[src/hdl/keyboard_matrix_key_translator_macros.svh]
`ifndef KEYBOARD_MATRIX_KEY_TRANSLATOR_MACROS_SVH
`define KEYBOARD_MATRIX_KEY_TRANSLATOR_MACROS_SVH
`ifndef ASSERT_OFF
`define KMKT_ASSERT_ALWAYS(label, clk, rstn, prop) \
    label: assert property (@(posedge clk) disable iff (!rstn) (prop)) \
        else $error("invariant check failed");
`define KMKT_ASSERT_IMP(label, clk, rstn, ante, cons) \
    label: assert property (@(posedge clk) disable iff (!rstn) (ante) |-> (cons)) \
        else $error("same-cycle implication failed");
`define KMKT_ASSERT_NEXT(label, clk, rstn, ante, cons) \
    label: assert property (@(posedge clk) disable iff (!rstn) (ante) |=> (cons)) \
        else $error("next-cycle implication failed");
`else
`define KMKT_ASSERT_ALWAYS(label, clk, rstn, prop)
`define KMKT_ASSERT_IMP(label, clk, rstn, ante, cons)
`define KMKT_ASSERT_NEXT(label, clk, rstn, ante, cons)
`endif
`endif

[src/hdl/kmkt_pkg.sv]
package kmkt_pkg;

    localparam int NUM_POS    = 70;
    localparam int NUM_SLOTS  = 8;
    localparam int POS_W      = 7;
    localparam int SLOT_W     = 11;
    localparam int USED_W     = 4;
    localparam int ENTRY_W    = 14;
    localparam int TBL_W      = 2;
    localparam int S_TDATA_W  = 72;
    localparam int M_TDATA_W  = 96;
    localparam int CNT_LSB    = NUM_SLOTS * SLOT_W;

    localparam logic [POS_W-1:0] POS_LSHIFT = 7'd43;
    localparam logic [POS_W-1:0] POS_SYM    = 7'd42;
    localparam logic [POS_W-1:0] POS_CBM    = 7'd28;
    localparam logic [POS_W-1:0] POS_CTRL   = 7'd56;
    localparam logic [POS_W-1:0] LAST_POS   = 7'd69;

    localparam logic [ENTRY_W-1:0] ENTRY_EMPTY   = 14'd88;
    localparam logic [ENTRY_W-1:0] ENTRY_RESTORE = 14'd1024;
    localparam int FLAG_SHIFT_BIT   = 11;
    localparam int FLAG_NOSHIFT_BIT = 12;
    localparam int FLAG_CBM_BIT     = 13;

    localparam logic [SLOT_W-1:0] CODE_MASK       = 11'h5ff;
    localparam logic [SLOT_W-1:0] KEY_EMPTY       = 11'd88;
    localparam logic [SLOT_W-1:0] CODE_SHIFT      = 11'd15;
    localparam logic [SLOT_W-1:0] CODE_COMMODORE  = 11'd61;
    localparam logic [SLOT_W-1:0] CODE_CTRL_EXTRA = 11'd63;
    localparam logic [USED_W-1:0] SLOT_COUNT      = 4'd8;

    typedef enum logic [TBL_W-1:0] {
        TBL_PLAIN = 2'd0,
        TBL_SHIFT = 2'd1,
        TBL_SYM   = 2'd2
    } tbl_t;

    typedef struct packed {
        logic             start;
        logic             rd_en;
        logic [POS_W-1:0] rd_pos;
        logic             out_load;
    } cmd_t;

    typedef struct packed {
        logic full;
    } status_t;

    localparam logic [ENTRY_W-1:0] ROM_PLAIN [NUM_POS] = '{
        14'd63, 14'd56, 14'd59, 14'd8, 14'd11, 14'd16, 14'd19, 14'd24, 14'd27, 14'd32,
        14'd35, 14'd43, 14'd40, 14'd0,
        14'd8209, 14'd2104, 14'd46, 14'd2056, 14'd2059, 14'd2064, 14'd54, 14'd2067,
        14'd49, 14'd2075, 14'd2080, 14'd2093, 14'd2098, 14'd48,
        14'd61, 14'd62, 14'd9, 14'd14, 14'd17, 14'd22, 14'd25, 14'd30, 14'd33, 14'd38,
        14'd41, 14'd50, 14'd2072, 14'd0,
        14'd88, 14'd15, 14'd10, 14'd13, 14'd18, 14'd21, 14'd26, 14'd29, 14'd34, 14'd37,
        14'd42, 14'd83, 14'd57, 14'd1,
        14'd58, 14'd80, 14'd12, 14'd23, 14'd20, 14'd31, 14'd28, 14'd39, 14'd36, 14'd44,
        14'd85, 14'd84, 14'd86, 14'd60
    };

    localparam logic [ENTRY_W-1:0] ROM_SHIFT [NUM_POS] = '{
        14'd63, 14'd56, 14'd4142, 14'd8, 14'd11, 14'd16, 14'd4150, 14'd19, 14'd4145,
        14'd27, 14'd32, 14'd4153, 14'd4149, 14'd0,
        14'd12302, 14'd55, 14'd4142, 14'd8, 14'd11, 14'd16, 14'd54, 14'd19, 14'd4151,
        14'd47, 14'd44, 14'd12350, 14'd12297, 14'd2091,
        14'd61, 14'd62, 14'd9, 14'd14, 14'd17, 14'd22, 14'd25, 14'd30, 14'd33, 14'd38,
        14'd41, 14'd4141, 14'd59, 14'd0,
        14'd88, 14'd15, 14'd10, 14'd13, 14'd18, 14'd21, 14'd26, 14'd29, 14'd34, 14'd37,
        14'd42, 14'd4179, 14'd4149, 14'd1,
        14'd58, 14'd80, 14'd12, 14'd23, 14'd20, 14'd31, 14'd28, 14'd39, 14'd36, 14'd4143,
        14'd4181, 14'd4180, 14'd4182, 14'd60
    };

    localparam logic [ENTRY_W-1:0] ROM_SYM [NUM_POS] = '{
        14'd72, 14'd4, 14'd2052, 14'd5, 14'd2053, 14'd6, 14'd2054, 14'd3, 14'd2051,
        14'd88, 14'd88, 14'd88, 14'd51, 14'd1024,
        14'd8206, 14'd2103, 14'd88, 14'd88, 14'd88, 14'd88, 14'd88, 14'd88, 14'd55,
        14'd2095, 14'd2092, 14'd8254, 14'd8201, 14'd2091,
        14'd67, 14'd88, 14'd88, 14'd88, 14'd88, 14'd88, 14'd88, 14'd88, 14'd88, 14'd88,
        14'd88, 14'd45, 14'd2107, 14'd88,
        14'd88, 14'd15, 14'd88, 14'd88, 14'd88, 14'd88, 14'd88, 14'd88, 14'd88, 14'd88,
        14'd88, 14'd88, 14'd53, 14'd88,
        14'd88, 14'd88, 14'd88, 14'd88, 14'd88, 14'd88, 14'd88, 14'd88, 14'd88, 14'd47,
        14'd88, 14'd88, 14'd88, 14'd88
    };

    function automatic logic [ENTRY_W-1:0] rom_entry(input tbl_t tbl,
                                                     input logic [POS_W-1:0] pos);
        logic [ENTRY_W-1:0] e;
        case (tbl)
            TBL_PLAIN: e = ROM_PLAIN[pos];
            TBL_SHIFT: e = ROM_SHIFT[pos];
            TBL_SYM:   e = ROM_SYM[pos];
            default:   e = ENTRY_EMPTY;
        endcase
        return e;
    endfunction

endpackage

[src/hdl/kmkt_ctrl.sv]
`include "keyboard_matrix_key_translator_macros.svh"

module kmkt_ctrl (
    input  logic             aclk,
    input  logic             aresetn,
    input  logic             s_tvalid,
    output logic             s_tready,
    output logic             m_tvalid,
    input  logic             m_tready,
    input  kmkt_pkg::status_t status,
    output kmkt_pkg::cmd_t   cmd
);

    typedef enum logic [3:0] {
        ST_IDLE   = 4'b0001,
        ST_SCAN   = 4'b0010,
        ST_FLUSH  = 4'b0100,
        ST_FINISH = 4'b1000
    } state_t;

    state_t                       state_reg, state_next;
    logic [kmkt_pkg::POS_W-1:0]   pos_reg, pos_next;
    logic                         out_valid_reg, out_valid_next;
    logic                         accept;

    assign s_tready = (state_reg == ST_IDLE);
    assign accept   = s_tvalid & s_tready;
    assign m_tvalid = out_valid_reg;

    always_comb begin
        state_next     = state_reg;
        pos_next       = pos_reg;
        cmd            = '0;
        cmd.rd_pos     = pos_reg;
        out_valid_next = out_valid_reg & ~m_tready;
        case (state_reg)
            ST_IDLE: begin
                if (accept) begin
                    cmd.start  = 1'b1;
                    pos_next   = '0;
                    state_next = ST_SCAN;
                end
            end
            ST_SCAN: begin
                if (status.full) begin
                    state_next = ST_FINISH;
                end else begin
                    cmd.rd_en = 1'b1;
                    if (pos_reg == kmkt_pkg::LAST_POS) begin
                        state_next = ST_FLUSH;
                    end else begin
                        pos_next = pos_reg + 7'd1;
                    end
                end
            end
            ST_FLUSH: begin
                state_next = ST_FINISH;
            end
            ST_FINISH: begin
                if (!out_valid_reg || m_tready) begin
                    cmd.out_load   = 1'b1;
                    out_valid_next = 1'b1;
                    state_next     = ST_IDLE;
                end
            end
            default: begin
                state_next = ST_IDLE;
            end
        endcase
    end

    always_ff @(posedge aclk) begin
        if (!aresetn) begin
            state_reg     <= ST_IDLE;
            pos_reg       <= '0;
            out_valid_reg <= 1'b0;
        end else begin
            state_reg     <= state_next;
            pos_reg       <= pos_next;
            out_valid_reg <= out_valid_next;
        end
    end

    `KMKT_ASSERT_NEXT(a_start_scan, aclk, aresetn, accept, state_reg == ST_SCAN && pos_reg == 7'd0)
    `KMKT_ASSERT_IMP(a_flush_last, aclk, aresetn, state_reg == ST_FLUSH, $past(pos_reg) == kmkt_pkg::LAST_POS)
    `KMKT_ASSERT_IMP(a_load_finish, aclk, aresetn, cmd.out_load, state_reg == ST_FINISH)
    `KMKT_ASSERT_NEXT(a_load_valid, aclk, aresetn, cmd.out_load, m_tvalid && state_reg == ST_IDLE)

endmodule

[src/hdl/kmkt_dp.sv]
`include "keyboard_matrix_key_translator_macros.svh"

module kmkt_dp (
    input  logic                           aclk,
    input  logic                           aresetn,
    input  logic [63:0]                    pressed_low,
    input  logic [5:0]                     pressed_high,
    input  kmkt_pkg::cmd_t                 cmd,
    output kmkt_pkg::status_t              status,
    output logic [kmkt_pkg::M_TDATA_W-1:0] m_data
);

    logic [kmkt_pkg::NUM_POS-1:0]   pressed_reg;
    logic                           shift_on_reg, cbm_on_reg, ctrl_on_reg;
    kmkt_pkg::tbl_t                 tbl_reg;
    logic [kmkt_pkg::ENTRY_W-1:0]   e_reg;
    logic                           act_reg;
    logic                           e_valid_reg;
    logic [kmkt_pkg::SLOT_W-1:0]    slot_reg  [kmkt_pkg::NUM_SLOTS];
    logic [kmkt_pkg::SLOT_W-1:0]    slot_next [kmkt_pkg::NUM_SLOTS];
    logic [kmkt_pkg::USED_W-1:0]    used_reg, used_next;
    logic                           did_shift_reg, did_shift_next;
    logic                           did_noshift_reg, did_noshift_next;
    logic                           did_cbm_reg, did_cbm_next;
    logic [kmkt_pkg::M_TDATA_W-1:0] m_data_reg, m_data_next;
    logic [kmkt_pkg::NUM_POS-1:0]   pressed_in;

    assign pressed_in  = {pressed_high, pressed_low};
    assign status.full = used_reg[kmkt_pkg::USED_W-1];
    assign m_data      = m_data_reg;

    always_comb begin
        logic [kmkt_pkg::SLOT_W-1:0] s [kmkt_pkg::NUM_SLOTS];
        logic [kmkt_pkg::USED_W-1:0] u;
        logic                        ds, dn, dc, skip;
        logic [kmkt_pkg::SLOT_W-1:0] code;
        s    = slot_reg;
        u    = used_reg;
        ds   = did_shift_reg;
        dn   = did_noshift_reg;
        dc   = did_cbm_reg;
        skip = 1'b0;
        code = e_reg[kmkt_pkg::SLOT_W-1:0] & kmkt_pkg::CODE_MASK;
        if (e_valid_reg && act_reg && e_reg != kmkt_pkg::ENTRY_EMPTY && !u[3]) begin
            if (e_reg[kmkt_pkg::FLAG_SHIFT_BIT] && !shift_on_reg && !ds) begin
                if (u > 4'd6) begin
                    skip = 1'b1;
                end else begin
                    ds = 1'b1;
                    for (int k = kmkt_pkg::NUM_SLOTS - 1; k > 0; k--) begin
                        s[k] = s[k-1];
                    end
                    s[0] = kmkt_pkg::CODE_SHIFT;
                    u    = u + 4'd1;
                end
            end
            if (!skip && e_reg[kmkt_pkg::FLAG_NOSHIFT_BIT] && !dn && shift_on_reg) begin
                if (ds || u != 4'd1) begin
                    skip = 1'b1;
                end else begin
                    u  = '0;
                    dn = 1'b1;
                end
            end
            if (!skip && e_reg[kmkt_pkg::FLAG_CBM_BIT] && !dc && !cbm_on_reg) begin
                if (u > 4'd6) begin
                    skip = 1'b1;
                end else begin
                    dc = 1'b1;
                    for (int k = kmkt_pkg::NUM_SLOTS - 1; k > 0; k--) begin
                        s[k] = s[k-1];
                    end
                    s[0] = kmkt_pkg::CODE_COMMODORE;
                    u    = u + 4'd1;
                end
            end
            if (!skip) begin
                if (!u[3]) begin
                    s[u[2:0]] = code;
                    u         = u + 4'd1;
                end
                if (e_reg == kmkt_pkg::ENTRY_RESTORE && ctrl_on_reg && u == 4'd1) begin
                    s[u[2:0]] = kmkt_pkg::CODE_CTRL_EXTRA;
                    u         = u + 4'd1;
                end
            end
        end
        slot_next        = s;
        used_next        = u;
        did_shift_next   = ds;
        did_noshift_next = dn;
        did_cbm_next     = dc;
    end

    always_comb begin
        m_data_next = '0;
        for (int k = 0; k < kmkt_pkg::NUM_SLOTS; k++) begin
            m_data_next[k*kmkt_pkg::SLOT_W +: kmkt_pkg::SLOT_W] =
                (4'(k) < used_reg) ? slot_reg[k] : kmkt_pkg::KEY_EMPTY;
        end
        m_data_next[kmkt_pkg::CNT_LSB +: kmkt_pkg::USED_W] = kmkt_pkg::SLOT_COUNT;
    end

    always_ff @(posedge aclk) begin
        if (!aresetn) begin
            e_valid_reg     <= 1'b0;
            used_reg        <= '0;
            did_shift_reg   <= 1'b0;
            did_noshift_reg <= 1'b0;
            did_cbm_reg     <= 1'b0;
            shift_on_reg    <= 1'b0;
            cbm_on_reg      <= 1'b0;
            ctrl_on_reg     <= 1'b0;
            tbl_reg         <= kmkt_pkg::TBL_PLAIN;
        end else begin
            e_valid_reg <= cmd.rd_en;
            if (cmd.start) begin
                shift_on_reg    <= pressed_in[kmkt_pkg::POS_LSHIFT];
                cbm_on_reg      <= pressed_in[kmkt_pkg::POS_CBM];
                ctrl_on_reg     <= pressed_in[kmkt_pkg::POS_CTRL];
                if (pressed_in[kmkt_pkg::POS_SYM]) begin
                    tbl_reg <= kmkt_pkg::TBL_SYM;
                end else if (pressed_in[kmkt_pkg::POS_LSHIFT]) begin
                    tbl_reg <= kmkt_pkg::TBL_SHIFT;
                end else begin
                    tbl_reg <= kmkt_pkg::TBL_PLAIN;
                end
                used_reg        <= {3'b000, pressed_in[kmkt_pkg::POS_LSHIFT]};
                did_shift_reg   <= 1'b0;
                did_noshift_reg <= 1'b0;
                did_cbm_reg     <= 1'b0;
            end else begin
                used_reg        <= used_next;
                did_shift_reg   <= did_shift_next;
                did_noshift_reg <= did_noshift_next;
                did_cbm_reg     <= did_cbm_next;
            end
        end
    end

    always_ff @(posedge aclk) begin
        if (cmd.start) begin
            pressed_reg <= pressed_in;
            slot_reg[0] <= kmkt_pkg::CODE_SHIFT;
        end else begin
            slot_reg <= slot_next;
        end
        if (cmd.rd_en) begin
            e_reg   <= kmkt_pkg::rom_entry(tbl_reg, cmd.rd_pos);
            act_reg <= pressed_reg[cmd.rd_pos] && (cmd.rd_pos != kmkt_pkg::POS_LSHIFT);
        end
        if (cmd.out_load) begin
            m_data_reg <= m_data_next;
        end
    end

    `KMKT_ASSERT_ALWAYS(a_used_range, aclk, aresetn, used_reg <= 4'd8)
    `KMKT_ASSERT_IMP(a_forced_shift_alone, aclk, aresetn, did_shift_reg, !shift_on_reg)
    `KMKT_ASSERT_IMP(a_noshift_real, aclk, aresetn, did_noshift_reg, shift_on_reg && !did_shift_reg)
    `KMKT_ASSERT_NEXT(a_start_clear, aclk, aresetn, cmd.start, !did_shift_reg && !did_noshift_reg && !did_cbm_reg)

endmodule

[src/hdl/keyboard_matrix_key_translator.sv]
// Keyboard matrix key translator.
// Input channel (s_): one request carries a 70-position pressed-key snapshot.
// Output channel (m_): one result per request, eight translated key codes
// (88 marks an empty slot) and a slot count that is always eight.
// A controller walks key positions 0 to 69, one per cycle, through the
// translation table; the datapath registers each table read and applies the
// forced shift, shift removal, forced commodore and restore rules in the
// following cycle. The walk ends early once all eight slots are filled.
// A new request is accepted only after the previous one is finished;
// s_tready is high only while no request is in translation.
// A finished result sits in the output register until taken; the next
// request is accepted meanwhile. If the receiver stalls with a result still
// pending, the block holds its new result until m_tready frees the register.
// Reset (aresetn low, synchronous) drops any request in flight and clears
// m_tvalid; no table initialization is needed afterward.
module keyboard_matrix_key_translator (
    input  logic                           aclk,
    input  logic                           aresetn,
    input  logic                           s_tvalid,
    output logic                           s_tready,
    // [63:0] pressed_low, [69:64] pressed_high, [71:70] zero
    input  logic [kmkt_pkg::S_TDATA_W-1:0] s_tdata,
    output logic                           m_tvalid,
    input  logic                           m_tready,
    // [10:0] key_slot_0 ... [87:77] key_slot_7, [91:88] slot_count, [95:92] zero
    output logic [kmkt_pkg::M_TDATA_W-1:0] m_tdata
);

    kmkt_pkg::cmd_t    cmd;
    kmkt_pkg::status_t status;
    logic [63:0]       pressed_low;
    logic [5:0]        pressed_high;

    assign pressed_low  = s_tdata[63:0];
    assign pressed_high = s_tdata[69:64];

    kmkt_ctrl u_ctrl (
        .aclk     (aclk),
        .aresetn  (aresetn),
        .s_tvalid (s_tvalid),
        .s_tready (s_tready),
        .m_tvalid (m_tvalid),
        .m_tready (m_tready),
        .status   (status),
        .cmd      (cmd)
    );

    kmkt_dp u_dp (
        .aclk         (aclk),
        .aresetn      (aresetn),
        .pressed_low  (pressed_low),
        .pressed_high (pressed_high),
        .cmd          (cmd),
        .status       (status),
        .m_data       (m_tdata)
    );

endmodule
[config.mk]
export PLATFORM = sky130hd
export DESIGN_NAME = keyboard_matrix_key_translator
export DESIGN_NICKNAME = d
export VERILOG_FILES = /design/src/hdl/kmkt_pkg.sv /design/src/hdl/kmkt_ctrl.sv /design/src/hdl/kmkt_dp.sv /design/src/hdl/keyboard_matrix_key_translator.sv
export VERILOG_INCLUDE_DIRS = /design/src /design/src/hdl
export SDC_FILE = /design/constraint.sdc
export NUM_CORES = 1
export LEC_CHECK = 0
export ABC_AREA = 1
export BUFFER_PORTS_ARGS = -buffer_cell sky130_fd_sc_hd__buf_2
export CAP_MARGIN = 20
export CORE_MARGIN = 8
export CORE_UTILIZATION = 30
export CTS_CLUSTER_DIAMETER = 50
export DETAILED_ROUTE_END_ITERATION = 8
export GPL_TIMING_DRIVEN = 1
export PLACE_DENSITY_LB_ADDON = 0.15
export SETUP_SLACK_MARGIN = 0.02
export SYNTH_ARGS = -nofsm -noshare
export SYNTH_HDL_FRONTEND = slang
export SYNTH_SLANG_ARGS = --single-unit
[constraint.sdc]
create_clock -name aclk -period 24.5 [get_ports aclk]
set_input_delay 3.675 -clock aclk [delete_from_list [all_inputs] [get_ports aclk]]
set_output_delay 3.675 -clock aclk [all_outputs]
set_load 0.1 [all_outputs]
* Word level (Yosys, flattened, before mapping) *
Memories as Yosys holds them, arrays and structs flattened.
Cells that the tools add are included.

storage, ports and cells
  output and inout port bits = 98
  register bits = 286
  memories = 3
  logic and storage cells = 193
  bits in read-only memories = 5,376
  input bits = 76

memory list
  name             words  width  read ports  clocked after memory_dff  wr ports  RTL line        text
  (no name shown)  128    14     1           0                         0         kmkt_pkg.sv:95  TBL_SYM: e = ROM_SYM[pos];
  (no name shown)  128    14     1           0                         0         kmkt_pkg.sv:94  TBL_SHIFT: e = ROM_SHIFT[pos];
  (no name shown)  128    14     1           0                         0         kmkt_pkg.sv:93  TBL_PLAIN: e = ROM_PLAIN[pos];

operators by class
  reduce and logical (&&, ||, !) cells = 36
  bitwise operators = 13
  equal/unequal tests = 17
  mux-type cells = 71
  magnitude comparators = 16
  $add $sub $neg = 5

operators with widths
  cell                                                                         count
  88-bit two-way mux                                                           10
  88-bit bitwise mux                                                           1
  14-bit two-way mux                                                           6
  4-bit two-way mux                                                            18
  11-bit demux with 3-bit select                                               2
  48-bit bitwise OR                                                            1
  14-bit case mux with 3 select lines                                          1
  40-bit bitwise AND                                                           1
  40-bit NOT                                                                   1
  1-bit two-way mux                                                            24
  11-bit two-way mux                                                           2
  7-bit two-way mux                                                            3
  4-bit by 1-bit adder with 4-bit output, second input constant                4
  1-bit logical AND                                                            16
  3-bit by 4-bit less-than comparator with 1-bit output, first input constant  4
  4-bit case mux with 4 select lines                                           1
  14-bit by 11-bit == test with 1-bit output, second input constant            1
  14-bit by 7-bit != test with 1-bit output, second input constant             1
  7-bit case mux with 2 select lines                                           1
  1-bit zero test                                                              9
  3-bit AND reduction                                                          3
  4-bit by 1-bit == test with 1-bit output, second input constant              2
  4-bit >= comparator, second input constant                                   2
  8-bit >= comparator, second input constant                                   1
  29 further kinds                                                             43

* Longest topological paths before layout *
  depth in word-level cells = 30
  mapped depth = 32
  gate-level depth less buffers = 32

* Modules after synthesis *
Synthesis repeated with hierarchy kept, for this count alone.

second synthesis, totals
  cell total of the unflattened synthesis = 1,815
  area total of the unflattened synthesis = 15,341.0 sq um

modules (own cells, without submodules)
  module     cells an instance  instances  area an instance (sq um)  sequential area each (sq um)
  kmkt_dp    1,708              1          14,659.1                  7,897.6
  kmkt_ctrl  107                1          681.9                     240.2

* Least setup slack after synthesis *
No wires, ideal clock.

  path kind = input to register
  start point = input s_tvalid
  end point = register u_dp.slot_reg[83] (netlist bit)
  setup slack = 12,764 ps
  data required time = 24,379 ps
  buffers on the path = 0
  setup time = 121 ps
  data arrival time = 11,615 ps
  cell stages on the path = 9
  cell sequence = inv_1 -> nor2_1 -> nor2_1 -> inv_1 -> nor2_1 -> inv_1 -> nor3_1 -> o221ai_1 -> nand2_1

RTL lines
  item                  RTL line                              text
  from (decl)           keyboard_matrix_key_translator.sv:19  input logic s_tvalid,
  to (signal assigned)  kmkt_dp.sv:146                        slot_reg <= slot_next;
  to (decl)             kmkt_dp.sv:19                         logic [kmkt_pkg::SLOT_W-1:0] slot_reg [kmkt_pkg::NUM_SLOTS];

* Worst setup path after layout *
  start point = register u_dp.used_reg[1] (netlist bit)
  end point = register u_dp.slot_reg[50] (netlist bit), data pin

on the way
  cells in the longest elaborated chain, start to end = 29
  elaborated cells on any way between the ends = 66
  classes of those cells = add/sub (3); order compare (6); eq/ne (2); mux (39); bitwise (4); reduce/logical (12)

ends and longest elaborated chain
  item                                                                             RTL line        text
  from (decl)                                                                      kmkt_dp.sv:21   logic [kmkt_pkg::USED_W-1:0] used_reg, used_next;
  from (signal assigned)                                                           kmkt_dp.sv:128  used_reg <= {3'b000, pressed_in[kmkt_pkg::POS_LSHIFT]};
  from (signal assigned)                                                           kmkt_dp.sv:133  used_reg <= used_next;
  branches (longest 28 deep; another with 4-bit by 1-bit adder with 4-bit output)  -
  88-bit two-way mux *                                                             kmkt_dp.sv:77   if (!skip) begin

Every way passes the cells marked *. The select of a mux whose other input is x is not followed.
A chain may end at the register's enable or synchronous reset.

==> impl_metrics.ini <==
[run_status]
status = finished clean

[power_and_ir_drop]
p_leak_uw = 0.00735
sw_frac_of_total = 0.264
p_per_area_mw_per_mm2 = 69.7
comb_power_share = 0.103
ir_drop_mv = 0.0629
finalPower_uw = 1270
seqPwrFrac = 0.433
clkPwrFrac = 0.465
switchingPower_uw = 335
cell_internal_pwr_uw = 935

[synth]
synth_area_sq_mm = 0.0153
synth-seq-cells = 283
synthFlopType = edfxtp_1
yosysTopAreaCell = edfxtp_1
yosysWarnings = 0
synth_edf_count = 247
postSynthCellCount = 1749
async_flop_share = 0
syn_avg_cell_area_sq_um = 8.77
ys_types = 65
yosysSeqAreaShare = 0.531
synthDominantCellAreaShare = 0.484
netlist_top_cells_area = edfxtp_1 48%, nand2_1 8.8%, o21ai_0 5.8%

[clock_tree]
clockBufferDepth = 3
clkLatencyLatePin_ns = 0.58
htreeDepth = 2
path_clk_slew_ns = 0.06
cts_made_buffers = 41
hold_buffers = 0
cts_tree = yes
cts_setup_buffers = 0
clock-sinks = 283
cts.repair.resized = 0
ctsRootBufferMaster = clkbuf_16

[finish]
n_antenna_cell = 0
instances_no_fill = 2608
nets = 1989
final_cell_mix = 359 x nand2_1, 247 x edfxtp_1, 214 x nor2_1, 199 x inv_1, 179 x o21ai_0
areaGrowthSynthToFinish_pct = 18.7
fillers = 5290
final_common_cell = nand2_1
layout-drive-gt1-share = 0.170

[timing]
fin_skew_ns = 0.0542
post-route-min-period_ns = 6.76
slew-limit-headroom = 0.296
rsz0062_at_grt = false
tns_ns = 0
hold_violations = 0
drv_slew = 0
setup_violations = 0
clock.fmax_mhz = 148
tightest_slew_ns = 1.05
period_share = 0.276

[detailed_routing]
wl_per_cell_microns = 19.6
firstDrtPassIters = 5
drc = 0
drt-initial-drc-count = 882
vias_per_cell = 4.94
vias = 12900
ant_nets = 0
wl_microns = 51100

[placed_design]
place_hpwl_microns = 36300
dp.cells = 2532
numPortBuffers = 163
routabilityCongestion = 0.902

[worst_setup_path]
timing.rr.end = u_dp.slot_reg[50]
cp.required_ns = 24.83
cp-start-kind = register
r2r_setup_slack_ns = 17.74
crit_path_end_kind = register
slowest_stage = nor4_1
crit_fanout = 74
cpMostUsedCell = nand2_4
r2r-start = u_dp.used_reg[1]
slowest_delay_ns = 0.70
critical_path_class = reg2reg
critPathArrivalTime_ns = 7.09
r2r.worst_path.cells = 31

[floorplanning]
core-area_sq_mm = 0.0509
dieHeight_microns = 242
initial_core_util = 0.301
num_rows = 83
dieWidth_microns = 242
io_pins = 174
die_area_sq_mm = 0.0586

[hold_path]
holdPathEnd = u_dp.did_cbm_reg
whs_path_depth = 2
min_from = u_dp.did_cbm_reg
worstHoldPathType = reg2reg

[global_routing]
grt_pass1_vias = 13200
grt_pass1_wl_microns = 78300
grt_max_degree = 88
antenna_found_initial = 0
grt_remaining_overflow = 0
globalRouteTotalUtil = 0.169

[run]
cap_violations = 0
[how the worst max path moves through the flow]
stage	start	end	depth (start not counted)
floorplan	s_tvalid	u_dp.slot_reg[83]	9
global placement	u_dp.used_reg[1]	u_dp.slot_reg[50]	31
detailed placement	u_dp.used_reg[3]	u_dp.slot_reg[65]	28
CTS	u_dp.used_reg[3]	u_dp.slot_reg[50]	30
global route	u_dp.used_reg[3]	u_dp.slot_reg[50]	30
finish	u_dp.used_reg[1]	u_dp.slot_reg[50]	31
[cells by family (layout without fill, tap and decap cells)]
kind of cell	count (synthesis)	after routing	synth area share
adders and majority gates	18	18	0.0147
other	2	8	0.000490
xor gates and xnor gates	1	1	0.000571
DFF	283	283	0.531
buffers and inverters	303	476	0.0795
and+or+nand+nor	731	731	0.214
muxes	11	11	0.00718
AOI/OAI and AO/OA	400	400	0.153
[cells in the mapped netlist (all sizes together), types with 3 or more instances]
master,instances
a221oi,4
clkbuf,59
nor3b,3
a21oi,69
clkinv,5
edfxtp,247
ha,18
o22ai,17
or2,5
nand2,380
nand4,16
a211oi,16
nor3,23
o211ai,28
nand3,67
dfxtp,36
nor4,5
a22o,8
mux2i,11
buf,29
o21a,3
nor2,229
o21ai,212
a31oi,11
o221ai,14
inv,210
[layer usage]
| layer | track usage | up-vias | routed length (microns) |
|---|---|---|---|
| li1 | - | 6263 | - |
| met1 | 0.197 | 6134 | 20600 |
| met2 | 0.305 | 390 | 26000 |
| met3 | 0.0321 | 100 | 2810 |
| met4 | 0.0651 | 0 | 1750 |
| met5 | 0 | - | 0 |
[metrics by stage]
stage               cell area, sq um  hold WS, ns  worst slack (ns)   util
floorplan                      15400        0.438             12.76      -
global placement               16800        0.450             17.67  0.331
detailed placement             16800        0.460             17.66  0.331
CTS                            18200        0.473             17.66  0.358
global route                   18200        0.499             17.14  0.358
finish                         18200        0.468             17.74  0.358
[final cells by class]
type	instances	area, sq um	area share
sequential	283	8140	0.447
timing repair buffer	185	981	0.0539
inverter	215	820	0.0450
clock buffer	52	1130	0.0621
multi-input combinational	1169	6030	0.331
tap	680	851	0.0467
clock inverter	24	251	0.0138
[power by group through the flow]
stage	clock network, uW	registers [uW]	logic [uW]
floorplan	0	559	92.3
global placement	0	559	131
detailed placement	0	559	131
CTS	607	549	131
global route	624	550	145
finish	590	549	130
[critical path, delay by kind of cell (launching register included)]
kind	cells	cell delay, ns
buffers and inverters	5	1.27
AO/OA/AOI/OAI	1	0.39
adder cells (fa/ha/maj)	4	1.04
AND/OR/NAND/NOR	21	3.38
flip-flops	1	0.42
(Power assumes the default switching activity.)
